**src/rtl/core/fair_share_run_queue_unit_macros.svh**
```systemverilog
// ---------------------------------------------------------------------------
// Run queue assertion macros
// Shared concurrent assertion wrappers on clk_i / rst_ni.
// ---------------------------------------------------------------------------
`ifndef FAIR_SHARE_RUN_QUEUE_UNIT_MACROS_SVH
`define FAIR_SHARE_RUN_QUEUE_UNIT_MACROS_SVH

// property must hold at every clock edge out of reset
`define FRQ_ASSERT(lbl, prop, msg) \
  lbl: assert property (@(posedge clk_i) disable iff (!rst_ni) (prop)) else $error(msg);

// condition must never be seen
`define FRQ_ASSERT_NEVER(lbl, cond, msg) \
  lbl: assert property (@(posedge clk_i) disable iff (!rst_ni) !(cond)) else $error(msg);

`endif

```
**src/rtl/core/frq_pkg.sv**
```systemverilog
// ---------------------------------------------------------------------------
// Run queue package
// Shared constants, codes and controller/datapath types.
// ---------------------------------------------------------------------------
package frq_pkg;

  localparam int unsigned QueueDepthDef = 64;
  localparam int unsigned ThreadBitsDef = 8;

  localparam int unsigned OpW    = 2;
  localparam int unsigned KeyW   = 32;
  localparam int unsigned TidW   = 8;
  localparam int unsigned StatW  = 2;
  localparam int unsigned CntW   = 7;
  localparam int unsigned SliceW = 32;
  localparam int unsigned CfgW   = 32;
  localparam int unsigned CfgIdxW = 2;

  localparam logic [OpW-1:0] OP_INSERT = 2'd0;
  localparam logic [OpW-1:0] OP_REMOVE = 2'd1;
  localparam logic [OpW-1:0] OP_PICK   = 2'd2;

  localparam logic [StatW-1:0] ST_DONE      = 2'd0;
  localparam logic [StatW-1:0] ST_OVERWRITE = 2'd1;
  localparam logic [StatW-1:0] ST_FULL      = 2'd2;
  localparam logic [StatW-1:0] ST_MISS      = 2'd3;

  localparam logic [CfgIdxW-1:0] CFG_BASE_LATENCY    = 2'd0;
  localparam logic [CfgIdxW-1:0] CFG_LATENCY_THREADS = 2'd1;
  localparam logic [CfgIdxW-1:0] CFG_MIN_GRANULARITY = 2'd2;

  localparam logic [31:0]     BaseLatencyRst    = 32'd20000000;
  localparam logic [CntW-1:0] LatencyThreadsRst = 7'd5;
  localparam logic [31:0]     MinGranularityRst = 32'd4000000;

  typedef struct packed {
    logic load;
    logic scan;
    logic apply;
    logic slice;
    logic finish;
  } frq_cmd_t;

  typedef struct packed {
    logic scan_done;
  } frq_stat_t;

endpackage

```
**src/rtl/core/frq_if.sv**
```systemverilog
// ---------------------------------------------------------------------------
// Run queue channels
// Valid/ready channels for operations and results.
// ---------------------------------------------------------------------------
interface frq_in_if import frq_pkg::*; ();
  logic                   valid;
  logic                   ready;
  logic [OpW-1:0]         op;
  logic signed [KeyW-1:0] key;
  logic [TidW-1:0]        thread_id;

  modport source (output valid, op, key, thread_id, input ready);
  modport sink   (input valid, op, key, thread_id, output ready);
endinterface

interface frq_out_if import frq_pkg::*; ();
  logic                   valid;
  logic                   ready;
  logic [StatW-1:0]       status;
  logic [TidW-1:0]        picked_thread;
  logic signed [KeyW-1:0] picked_key;
  logic [CntW-1:0]        queued_count;
  logic signed [KeyW-1:0] min_runtime;
  logic [SliceW-1:0]      time_slice;

  modport source (output valid, status, picked_thread, picked_key, queued_count,
                  min_runtime, time_slice, input ready);
  modport sink   (input valid, status, picked_thread, picked_key, queued_count,
                  min_runtime, time_slice, output ready);
endinterface

```
**src/rtl/core/frq_ctrl.sv**
```systemverilog
// ---------------------------------------------------------------------------
// Run queue controller
// Sequences load, table scan, update, slice and result transfer.
// ---------------------------------------------------------------------------
module frq_ctrl import frq_pkg::*; (
  input  logic      clk_i,
  input  logic      rst_ni,
  input  logic      in_valid_i,
  output logic      in_ready_o,
  output logic      out_valid_o,
  input  logic      out_ready_i,
  input  frq_stat_t stat_i,
  output frq_cmd_t  cmd_o
);

  typedef enum logic [2:0] {
    S_IDLE, S_SCAN, S_APPLY, S_SLICE, S_FINISH, S_OUT
  } state_e;

  state_e state_q, state_d;
  logic   out_valid_q, out_valid_d;

  always_comb begin
    state_d     = state_q;
    out_valid_d = out_valid_q;
    unique case (state_q)
      S_IDLE:   if (in_valid_i) state_d = S_SCAN;
      S_SCAN:   if (stat_i.scan_done) state_d = S_APPLY;
      S_APPLY:  state_d = S_SLICE;
      S_SLICE:  state_d = S_FINISH;
      S_FINISH: begin
        state_d     = S_OUT;
        out_valid_d = 1'b1;
      end
      S_OUT: begin
        if (out_ready_i) begin
          state_d     = S_IDLE;
          out_valid_d = 1'b0;
        end
      end
      default:  state_d = S_IDLE;
    endcase
  end

  always_ff @(posedge clk_i or negedge rst_ni) begin
    if (!rst_ni) begin
      state_q     <= S_IDLE;
      out_valid_q <= 1'b0;
    end else begin
      state_q     <= state_d;
      out_valid_q <= out_valid_d;
    end
  end

  assign in_ready_o    = (state_q == S_IDLE);
  assign out_valid_o   = out_valid_q;
  assign cmd_o.load    = in_valid_i && (state_q == S_IDLE);
  assign cmd_o.scan    = (state_q == S_SCAN);
  assign cmd_o.apply   = (state_q == S_APPLY);
  assign cmd_o.slice   = (state_q == S_SLICE);
  assign cmd_o.finish  = (state_q == S_FINISH);

endmodule

```
**src/rtl/core/frq_datapath.sv**
```systemverilog
// ---------------------------------------------------------------------------
// Run queue datapath
// Entry memory, valid bits, scan comparators, update and slice arithmetic.
// ---------------------------------------------------------------------------
`include "fair_share_run_queue_unit_macros.svh"

module frq_datapath import frq_pkg::*; #(
  parameter int unsigned QUEUE_DEPTH = QueueDepthDef,
  parameter int unsigned THREAD_BITS = ThreadBitsDef
) (
  input  logic                   clk_i,
  input  logic                   rst_ni,
  input  frq_cmd_t               cmd_i,
  output frq_stat_t              stat_o,
  input  logic [OpW-1:0]         op_i,
  input  logic signed [KeyW-1:0] key_i,
  input  logic [TidW-1:0]        tid_i,
  input  logic                   cfg_we_i,
  input  logic [CfgIdxW-1:0]     cfg_idx_i,
  input  logic [CfgW-1:0]        cfg_data_i,
  output logic [StatW-1:0]       status_o,
  output logic [TidW-1:0]        picked_thread_o,
  output logic signed [KeyW-1:0] picked_key_o,
  output logic [CntW-1:0]        queued_count_o,
  output logic signed [KeyW-1:0] min_runtime_o,
  output logic [SliceW-1:0]      time_slice_o
);

  localparam int unsigned AW   = (QUEUE_DEPTH > 1) ? $clog2(QUEUE_DEPTH) : 1;
  localparam int unsigned IW   = AW + 1;
  localparam int unsigned CW   = $clog2(QUEUE_DEPTH + 1);
  localparam int unsigned MW   = (CW > CntW) ? CW : CntW;
  localparam int unsigned SW   = (THREAD_BITS < TidW) ? THREAD_BITS : TidW;
  localparam int unsigned PW   = 32 + CW;

  logic [KeyW-1:0]        keys_mem [QUEUE_DEPTH];
  logic [SW-1:0]          thr_mem  [QUEUE_DEPTH];
  logic [QUEUE_DEPTH-1:0] valid_q;

  logic [31:0]     base_q, gran_q;
  logic [CntW-1:0] lat_q;

  logic [OpW-1:0]         op_q;
  logic signed [KeyW-1:0] key_q;
  logic [SW-1:0]          tid_q;

  logic [IW-1:0]          idx_q;
  logic                   rd_vld_q;
  logic [AW-1:0]          cmp_idx_q;
  logic signed [KeyW-1:0] rd_key_q;
  logic [SW-1:0]          rd_thr_q;

  logic                   match_found_q, free_found_q, min_found_q;
  logic [AW-1:0]          match_idx_q, free_idx_q, min_idx_q;
  logic signed [KeyW-1:0] min_key_q;
  logic [SW-1:0]          min_thr_q;

  logic [CW-1:0]          count_q;
  logic signed [KeyW-1:0] last_min_q;
  logic [StatW-1:0]       status_q;
  logic [SW-1:0]          pthr_q;
  logic signed [KeyW-1:0] pkey_q;
  logic [PW-1:0]          prod_q;
  logic [SliceW-1:0]      slice_q;

  logic          issue;
  logic          key_we, thr_we;
  logic [AW-1:0] wr_addr;

  assign issue = cmd_i.scan && (idx_q < IW'(QUEUE_DEPTH));

  always_ff @(posedge clk_i or negedge rst_ni) begin
    if (!rst_ni) begin
      base_q <= BaseLatencyRst;
      lat_q  <= LatencyThreadsRst;
      gran_q <= MinGranularityRst;
    end else if (cfg_we_i) begin
      unique case (cfg_idx_i)
        CFG_BASE_LATENCY:    base_q <= cfg_data_i;
        CFG_LATENCY_THREADS: lat_q  <= cfg_data_i[CntW-1:0];
        CFG_MIN_GRANULARITY: gran_q <= cfg_data_i;
        default: ;
      endcase
    end
  end

  // memory write port
  always_comb begin
    key_we  = 1'b0;
    thr_we  = 1'b0;
    wr_addr = free_idx_q;
    if (cmd_i.apply && op_q == OP_INSERT) begin
      if (match_found_q) begin
        thr_we  = 1'b1;
        wr_addr = match_idx_q;
      end else if (free_found_q) begin
        key_we = 1'b1;
        thr_we = 1'b1;
      end
    end
  end

  always_ff @(posedge clk_i) begin
    if (key_we) keys_mem[wr_addr] <= key_q;
    if (thr_we) thr_mem[wr_addr]  <= tid_q;
    if (issue) begin
      rd_key_q <= keys_mem[idx_q[AW-1:0]];
      rd_thr_q <= thr_mem[idx_q[AW-1:0]];
    end
  end

  always_ff @(posedge clk_i) begin
    if (cmd_i.load) begin
      op_q  <= op_i;
      key_q <= key_i;
      tid_q <= SW'(tid_i);
    end
    if (issue) cmp_idx_q <= idx_q[AW-1:0];
    if (cmd_i.slice) prod_q <= PW'(gran_q) * PW'(count_q);
  end

  always_ff @(posedge clk_i or negedge rst_ni) begin
    if (!rst_ni) begin
      valid_q       <= '0;
      count_q       <= '0;
      last_min_q    <= '0;
      idx_q         <= '0;
      rd_vld_q      <= 1'b0;
      match_found_q <= 1'b0;
      free_found_q  <= 1'b0;
      min_found_q   <= 1'b0;
      match_idx_q   <= '0;
      free_idx_q    <= '0;
      min_idx_q     <= '0;
      min_key_q     <= '0;
      min_thr_q     <= '0;
      status_q      <= ST_MISS;
      pthr_q        <= '0;
      pkey_q        <= '0;
      slice_q       <= '0;
    end else begin
      if (cmd_i.load) begin
        idx_q         <= '0;
        rd_vld_q      <= 1'b0;
        match_found_q <= 1'b0;
        free_found_q  <= 1'b0;
        min_found_q   <= 1'b0;
      end
      if (cmd_i.scan) begin
        rd_vld_q <= issue;
        if (issue) idx_q <= idx_q + IW'(1);
        if (rd_vld_q) begin
          if (valid_q[cmp_idx_q] && rd_key_q == key_q && !match_found_q) begin
            match_found_q <= 1'b1;
            match_idx_q   <= cmp_idx_q;
          end
          if (!valid_q[cmp_idx_q] && !free_found_q) begin
            free_found_q <= 1'b1;
            free_idx_q   <= cmp_idx_q;
          end
          if (valid_q[cmp_idx_q] && (!min_found_q || rd_key_q < min_key_q)) begin
            min_found_q <= 1'b1;
            min_idx_q   <= cmp_idx_q;
            min_key_q   <= rd_key_q;
            min_thr_q   <= rd_thr_q;
          end
        end
      end
      if (cmd_i.apply) begin
        pthr_q   <= '0;
        pkey_q   <= '0;
        status_q <= ST_MISS;
        unique case (op_q)
          OP_INSERT: begin
            if (match_found_q) begin
              status_q <= ST_OVERWRITE;
            end else if (!free_found_q) begin
              status_q <= ST_FULL;
            end else begin
              valid_q[free_idx_q] <= 1'b1;
              count_q             <= count_q + CW'(1);
              status_q            <= ST_DONE;
            end
          end
          OP_REMOVE: begin
            if (match_found_q) begin
              valid_q[match_idx_q] <= 1'b0;
              count_q              <= count_q - CW'(1);
              status_q             <= ST_DONE;
            end
          end
          OP_PICK: begin
            if (min_found_q) begin
              valid_q[min_idx_q] <= 1'b0;
              count_q            <= count_q - CW'(1);
              last_min_q         <= min_key_q;
              pthr_q             <= min_thr_q;
              pkey_q             <= min_key_q;
              status_q           <= ST_DONE;
            end
          end
          default: ;
        endcase
      end
      if (cmd_i.finish) begin
        if (MW'(count_q) > MW'(lat_q)) begin
          slice_q <= (|prod_q[PW-1:32]) ? '1 : prod_q[31:0];
        end else begin
          slice_q <= base_q;
        end
      end
    end
  end

  assign stat_o.scan_done   = (idx_q == IW'(QUEUE_DEPTH)) && !rd_vld_q;

  assign status_o        = status_q;
  assign picked_thread_o = TidW'(pthr_q);
  assign picked_key_o    = pkey_q;
  assign queued_count_o  = CntW'(MW'(count_q));
  assign min_runtime_o   = last_min_q;
  assign time_slice_o    = slice_q;

  `FRQ_ASSERT(a_count_tracks_valid, $countones(valid_q) == 32'(count_q), "count mismatch")
  `FRQ_ASSERT(a_read_needs_scan, rd_vld_q |-> $past(cmd_i.scan), "read without scan")
  `FRQ_ASSERT_NEVER(a_load_while_busy, cmd_i.load && (cmd_i.scan || cmd_i.apply), "load overlap")

endmodule

```
**src/rtl/core/fair_share_run_queue_unit.sv**
```systemverilog
// ---------------------------------------------------------------------------
// Fair share run queue
// Key-ordered run queue with insert, remove and pick-minimum operations.
// ---------------------------------------------------------------------------
// From input transfer to result valid, each operation goes through these
// steps: the entry table is a memory that is scanned one entry per cycle
// to find the matching key, the lowest free slot and the smallest key,
// then the APPLY state updates the table, the SLICE state multiplies the
// granularity by the count and the FINISH state saturates the slice.
// One operation is in flight at a time; a new one is taken once the result
// has been transferred.
module fair_share_run_queue_unit import frq_pkg::*; #(
  parameter int unsigned QUEUE_DEPTH = QueueDepthDef,
  parameter int unsigned THREAD_BITS = ThreadBitsDef
) (
  input  logic               clk_i,
  input  logic               rst_ni,
  frq_in_if.sink             in_i,
  frq_out_if.source          out_o,
  input  logic               cfg_we_i,
  input  logic [CfgIdxW-1:0] cfg_idx_i,
  input  logic [CfgW-1:0]    cfg_data_i
);

  frq_cmd_t  cmd;
  frq_stat_t stat;

  frq_ctrl u_ctrl (
    .clk_i       (clk_i),
    .rst_ni      (rst_ni),
    .in_valid_i  (in_i.valid),
    .in_ready_o  (in_i.ready),
    .out_valid_o (out_o.valid),
    .out_ready_i (out_o.ready),
    .stat_i      (stat),
    .cmd_o       (cmd)
  );

  frq_datapath #(
    .QUEUE_DEPTH (QUEUE_DEPTH),
    .THREAD_BITS (THREAD_BITS)
  ) u_dp (
    .clk_i           (clk_i),
    .rst_ni          (rst_ni),
    .cmd_i           (cmd),
    .stat_o          (stat),
    .op_i            (in_i.op),
    .key_i           (in_i.key),
    .tid_i           (in_i.thread_id),
    .cfg_we_i        (cfg_we_i),
    .cfg_idx_i       (cfg_idx_i),
    .cfg_data_i      (cfg_data_i),
    .status_o        (out_o.status),
    .picked_thread_o (out_o.picked_thread),
    .picked_key_o    (out_o.picked_key),
    .queued_count_o  (out_o.queued_count),
    .min_runtime_o   (out_o.min_runtime),
    .time_slice_o    (out_o.time_slice)
  );

endmodule
```
**src/flat_wrapper.sv**
```systemverilog
// flat-port wrapper written by rule: the top's interface ports become plain ports
module fair_share_run_queue_unit_flat import frq_pkg::*;
#(
  parameter int unsigned QUEUE_DEPTH = QueueDepthDef,
  parameter int unsigned THREAD_BITS = ThreadBitsDef
)
  (clk_i, rst_ni, cfg_we_i, cfg_idx_i, cfg_data_i, in_i_valid, in_i_op, in_i_key, in_i_thread_id, in_i_ready, out_o_valid, out_o_status, out_o_picked_thread, out_o_picked_key, out_o_queued_count, out_o_min_runtime, out_o_time_slice, out_o_ready);
  frq_in_if in_i_i ();
  frq_out_if out_o_i ();
  input  logic clk_i;
  input  logic rst_ni;
  input  logic cfg_we_i;
  input  logic [CfgIdxW-1:0] cfg_idx_i;
  input  logic [CfgW-1:0] cfg_data_i;
  input wire logic [$bits(in_i_i.valid)-1:0] in_i_valid;
  input wire logic [$bits(in_i_i.op)-1:0] in_i_op;
  input wire logic [$bits(in_i_i.key)-1:0] in_i_key;
  input wire logic [$bits(in_i_i.thread_id)-1:0] in_i_thread_id;
  output wire logic [$bits(in_i_i.ready)-1:0] in_i_ready;
  output wire logic [$bits(out_o_i.valid)-1:0] out_o_valid;
  output wire logic [$bits(out_o_i.status)-1:0] out_o_status;
  output wire logic [$bits(out_o_i.picked_thread)-1:0] out_o_picked_thread;
  output wire logic [$bits(out_o_i.picked_key)-1:0] out_o_picked_key;
  output wire logic [$bits(out_o_i.queued_count)-1:0] out_o_queued_count;
  output wire logic [$bits(out_o_i.min_runtime)-1:0] out_o_min_runtime;
  output wire logic [$bits(out_o_i.time_slice)-1:0] out_o_time_slice;
  input wire logic [$bits(out_o_i.ready)-1:0] out_o_ready;
  assign in_i_i.valid = in_i_valid;
  assign in_i_i.op = in_i_op;
  assign in_i_i.key = in_i_key;
  assign in_i_i.thread_id = in_i_thread_id;
  assign in_i_ready = in_i_i.ready;
  assign out_o_valid = out_o_i.valid;
  assign out_o_status = out_o_i.status;
  assign out_o_picked_thread = out_o_i.picked_thread;
  assign out_o_picked_key = out_o_i.picked_key;
  assign out_o_queued_count = out_o_i.queued_count;
  assign out_o_min_runtime = out_o_i.min_runtime;
  assign out_o_time_slice = out_o_i.time_slice;
  assign out_o_i.ready = out_o_ready;
  fair_share_run_queue_unit #(.QUEUE_DEPTH(QUEUE_DEPTH), .THREAD_BITS(THREAD_BITS)) u_core (.clk_i(clk_i), .rst_ni(rst_ni), .in_i(in_i_i), .out_o(out_o_i), .cfg_we_i(cfg_we_i), .cfg_idx_i(cfg_idx_i), .cfg_data_i(cfg_data_i));
endmodule
```
**config.mk**
```make
export PLATFORM = sky130hd
export DESIGN_NAME = fair_share_run_queue_unit_flat
export DESIGN_NICKNAME = d
export VERILOG_FILES = /design/src/rtl/core/frq_pkg.sv /design/src/rtl/core/frq_if.sv /design/src/rtl/core/frq_ctrl.sv /design/src/rtl/core/frq_datapath.sv /design/src/rtl/core/fair_share_run_queue_unit.sv /design/src/flat_wrapper.sv
export VERILOG_INCLUDE_DIRS = /design/src /design/src/rtl/core
export SDC_FILE = /design/constraint.sdc
export NUM_CORES = 2
export LEC_CHECK = 0
export BUFFER_PORTS_ARGS = -buffer_cell sky130_fd_sc_hd__buf_2
export CORE_MARGIN = 2
export CORE_UTILIZATION = 35
export CTS_CLUSTER_SIZE = 25
export DETAILED_ROUTE_END_ITERATION = 8
export GPL_ROUTABILITY_DRIVEN = 1
export PLACE_DENSITY = 0.57
export SLEW_MARGIN = 30
export SYNTH_ARGS = -nofsm -noshare
export SYNTH_HDL_FRONTEND = slang
export SYNTH_SLANG_ARGS = --single-unit
```
**constraint.sdc**
```tcl
create_clock -name clk_i -period 5.8 [get_ports clk_i]
set_input_delay 0.58 -clock clk_i [delete_from_list [all_inputs] [get_ports clk_i]]
set_output_delay 0.58 -clock clk_i [all_outputs]
set_load 0.05 [all_outputs]
```
==> reports/results.tsv <==
stage	metric	value	unit
status	outcome	complete, no violations	
power_and_ir_drop	P_sw	0.0173	W
clocking	Worst-path clk slew	0.06	ns
worst_setup_path	r2r setup slk	0.34	ns
yosys	top_reg_cell synth	edfxtp_1	
worst_setup_path	CP arrival	6.07	ns
drt	Pre-Repair DR Iteration Count	6	
hold_path	Hold Crit Class	input port to flip-flop	
floorplanning	Die W	597	µm
yosys	Async SR Flop Fraction	10.7	%
timing	Final Critical Period	5.46	ns
timing	Peak Freq	0.183	GHz
yosys	Avg Cell Area, Syn	20.6	µm²
final_layout	share of layout cells above drive strength 1	29.7	%
power_and_ir_drop	VDD IR max	0.341	mV
global_routing	initial antenna violation count	11	
yosys	Post-Syn Area	123000	µm²
power_and_ir_drop	power share of the clock group	33.2	%
yosys	most instantiated cells after synthesis	2687 x edfxtp_1, 860 x mux4_2, 302 x dfrtp_1	
worst_setup_path	crit end category	flip-flop	
floorplanning	Initial Util	35.2	%
drt	vias per cell	5.50	
timing	Final Skew	0.0897	ns
drt	drt wl/cell	29.9	µm
yosys	FF+latch count, synth	3008	
floorplanning	die area	357000	µm²
power_and_ir_drop	Internal Pwr Total	0.0428	W
yosys	Yosys cell types	64	
place	Post-DP HPWL	210	mm
floorplanning	Die Ht	597	µm
timing	Slew @ Worst Pin	1.06	ns
timing	Slew HR	29.6	%
yosys	Area contributors post-synth	edfxtp_1 65%, mux4_2 16%, dfrtp_1 6.1%, fa_1 2.4%, mux2_2 1.4%	
power_and_ir_drop	sequential share of power	41.9	%
timing	Fin Setup TNS	0	ns
place	Area after DPL	132000	µm²
worst_setup_path	Crit Path Max Fanout	19	
worst_setup_path	reg2reg start	u_core.u_dp.queued_count_o[4]	
global_routing	GRT Util Overall	18.9	%
yosys	Synth Net Count	6334	
timing	endpoints failing hold	0	
global_routing	total grt overflow	0	
drt	final wirelength	340	mm
worst_setup_path	R2R Path End	u_core.u_dp.prod_q[37]	
worst_setup_path	Most common cell on crit path	fa_1	
yosys	most frequent cell after synthesis	edfxtp_1	
clocking	Root Driver	clkbuf_16	
drt	DR iter-0 viols	6900	
clocking	H-tree levels	5	
power_and_ir_drop	leak pwr	47.9	nW
yosys	synth warn	0	
worst_setup_path	Slowest cell on crit path	fa_1	
power_and_ir_drop	Comb pwr share	24.9	%
worst_setup_path	slowest cell delay on critical path	0.55	ns
drt	vias post-DR	62500	
yosys	register area share after synthesis	72.0	%
clocking	TritonCTS Buffers	318	
hold_path	hold depth	2	
hold_path	Hold Startpoint	cfg_data_i[5]	
global_routing	largest net degree at the start of global routing	130	
worst_setup_path	CP Launch Type	flip-flop	
final_layout	Nets	6852	
power_and_ir_drop	Power Total	0.0601	W
global_routing	first-pass GRT wire length	484	mm
final_layout	area growth from synthesis to layout	15.8	%
timing	hold_ws	0.0590	ns
clocking	worst-skew pair later-pin latency	0.96	ns
drt	Final ANT Viol Nets	0	
clocking	clk sinks	3008	
floorplanning	CORE AREA	350000	µm²
floorplanning	row cnt	217	
power_and_ir_drop	PD cells	421	nW/µm²
final_layout	design area	143000	µm²
hold_path	Hold Path End	u_core.u_dp.lat_q[5]	
final_layout	Final Util	40.8	%
timing	Max Slew Vio Count	0	
worst_setup_path	critical-path cell list	buf_4 -> and2_1 -> fa_1 -> fa_1 -> fa_1 -> inv_1 -> fa_1 -> inv_1 -> ha_1 -> and3_1 -> nand3_1 -> or2_2 -> o22ai_1 -> nor2_1 -> a21oi_1 -> a21oi_1 -> nand3_1 -> o221ai_1	
timing	RSZ-0062 raised after global routing	false	
yosys	cell count after synthesis	5996	
clocking	CTS tree	yes	
yosys	Synth top area share	65.5	%
worst_setup_path	WS Path Type	flip-flop to flip-flop	
yosys	Post-synth EDFFs	2687	
clocking	worst-case clock buffer depth	4	
place	Final GP Congestion	0.856	
floorplanning	I/O pin count	196	
worst_setup_path	R2R cell count	18	
place	input/output buffers	195	
timing	setup violators final	0	
yosys	leading area contributor after synthesis	edfxtp_1	
flow_run	Max Cap Violations	0	
worst_setup_path	Worst Path Required	6.42	ns
timing	Final period util	94.1	%
global_routing	vias in the first global route	63900	
drt	# DRC	0	
power_and_ir_drop	switch share	28.8	%
clocking	Post-CTS Repair Setup Buffers	0	
==> layout make-up <==
class                           instances  area, µm²
Clock buffer                          416       8650
Inverter                              198        744
Antenna cell                            4       10.0
Fill cell                           30600     207000
Multi-Input combinational cell       2489      33200
Clock inverter                        155       1410
Timing Repair Buffer                  499       4240
Sequential cell                      3008      88800
Tap cell                             4599       5750
==> worst max path at each step <==
stage | startpoint | to | cells past startpoint
after floorplan | u_core.u_dp.queued_count_o[1] | u_core.u_dp.prod_q[32] | 21
after global placement | u_core.u_dp.queued_count_o[1] | u_core.u_dp.prod_q[38] | 19
after detailed placement | u_core.u_dp.queued_count_o[1] | u_core.u_dp.prod_q[38] | 19
after CTS | u_core.u_dp.queued_count_o[1] | u_core.u_dp.prod_q[38] | 19
after global routing | u_core.u_dp.queued_count_o[3] | u_core.u_dp.prod_q[37] | 18
final | u_core.u_dp.queued_count_o[4] | u_core.u_dp.prod_q[37] | 18
==> registers in the layout (all words and copies together), names as in the netlist, 7 cells and up <==
signal and cells:
u_core.u_dp.rd_key_q 32, u_core.u_dp.queued_count_o 7, u_core.u_dp.rd_thr_q 8, u_core.u_dp.lat_q 7, u_core.u_dp.keys_mem 2048, u_core.u_dp.min_key_q 32
u_core.u_dp.thr_mem 512, u_core.u_dp.min_runtime_o 32, u_core.u_dp.time_slice_o 32, u_core.u_dp.prod_q 39, u_core.u_dp.picked_thread_o 8, u_core.u_dp.key_q 32
u_core.u_dp.valid_q 64, u_core.u_dp.gran_q 32, u_core.u_dp.base_q 32, u_core.u_dp.min_thr_q 8, u_core.u_dp.idx_q 7, u_core.u_dp.tid_q 8
u_core.u_dp.picked_key_o 32
==> metrics by stage <==
step           setup slack, ns  std cells
2_1_floorplan            0.346       5996
3_3_place_gp             0.269      10700
3_5_place_dp             0.206      10700
4_1_cts                  0.184      11400
5_1_grt                 0.0316      11400
6_report                 0.344      11400
==> routing by layer <==
metal	vias up	global-route usage (%)	routed length [µm]
met5	-	0	27
met4	4	5.94	10700
met3	500	2.43	19900
met2	2262	31.5	169000
met1	34300	25.8	141000
li1	25500	-	-
==> cell families after synthesis <==
kind of cell	after synthesis	share of synthesized area, %
buffers and inverters	499	1.56
AND/OR/NAND/NOR	658	2.67
flip-flops	3008	72.0
adder cells (fa/ha/maj)	257	3.52
XOR/XNOR	69	0.490
AO/OA/AOI/OAI	474	2.49
multiplexers	1031	17.3
==> power by group through the flow <==
| stage | sequential [W] | clock, W | combinational [W] |
|---|---|---|---|
| after floorplan | 0.0250 | 0 | 0.00995 |
| after global placement | 0.0258 | 0 | 0.0149 |
| after detailed placement | 0.0257 | 0 | 0.0151 |
| after CTS | 0.0252 | 0.0203 | 0.0152 |
| after global routing | 0.0252 | 0.0211 | 0.0157 |
| final | 0.0252 | 0.0199 | 0.0150 |
==> worst max-delay path: cells and delay by family (launching register included) <==
family	cells	cell delay, ns
buf+inv	3	0.36
simple gates	6	1.14
flops	1	0.54
fa+ha+maj	5	2.37
compound gates	4	0.75
==> cells in the final DEF (no fill, tap or decap), drive strengths merged, types with 10 or more instances in the layout <==
master / Yosys / final
and2: 172 / 172
nor2: 188 / 188
o21a: 42 / 42
o21ai: 46 / 46
mux2: 162 / 162
ha: 107 / 107
nand4: 17 / 17
a31oi: 11 / 11
nand3b: 10 / 10
xnor2: 27 / 27
o22ai: 61 / 61
nand3: 41 / 41
a21o: 24 / 24
bufinv: 0 / 22
buf: 66 / 429
xor2: 42 / 42
clkbuf: 235 / 416
nand2: 131 / 131
fa: 150 / 150
nor2b: 20 / 20
inv: 198 / 210
dlygate4sd3: 0 / 70
nor4: 15 / 15
edfxtp: 2687 / 2687
clkinv: 0 / 114
dfrtp: 302 / 302
mux4: 860 / 860
a21oi: 168 / 168
a22o: 46 / 46
nor3: 18 / 18
o22a: 32 / 32
nand2b: 14 / 14
dfstp: 19 / 19
==> repair_timing <==
| item | CTS | global route |
|---|---|---|
| hold buffers | 70 | 0 |
| endpoints found under the setup margin | 0 | 7 |
| endpoints found under the hold margin | 177 | 0 |
| resized for setup | 0 | 7 |
(Power assumes the default switching activity.)
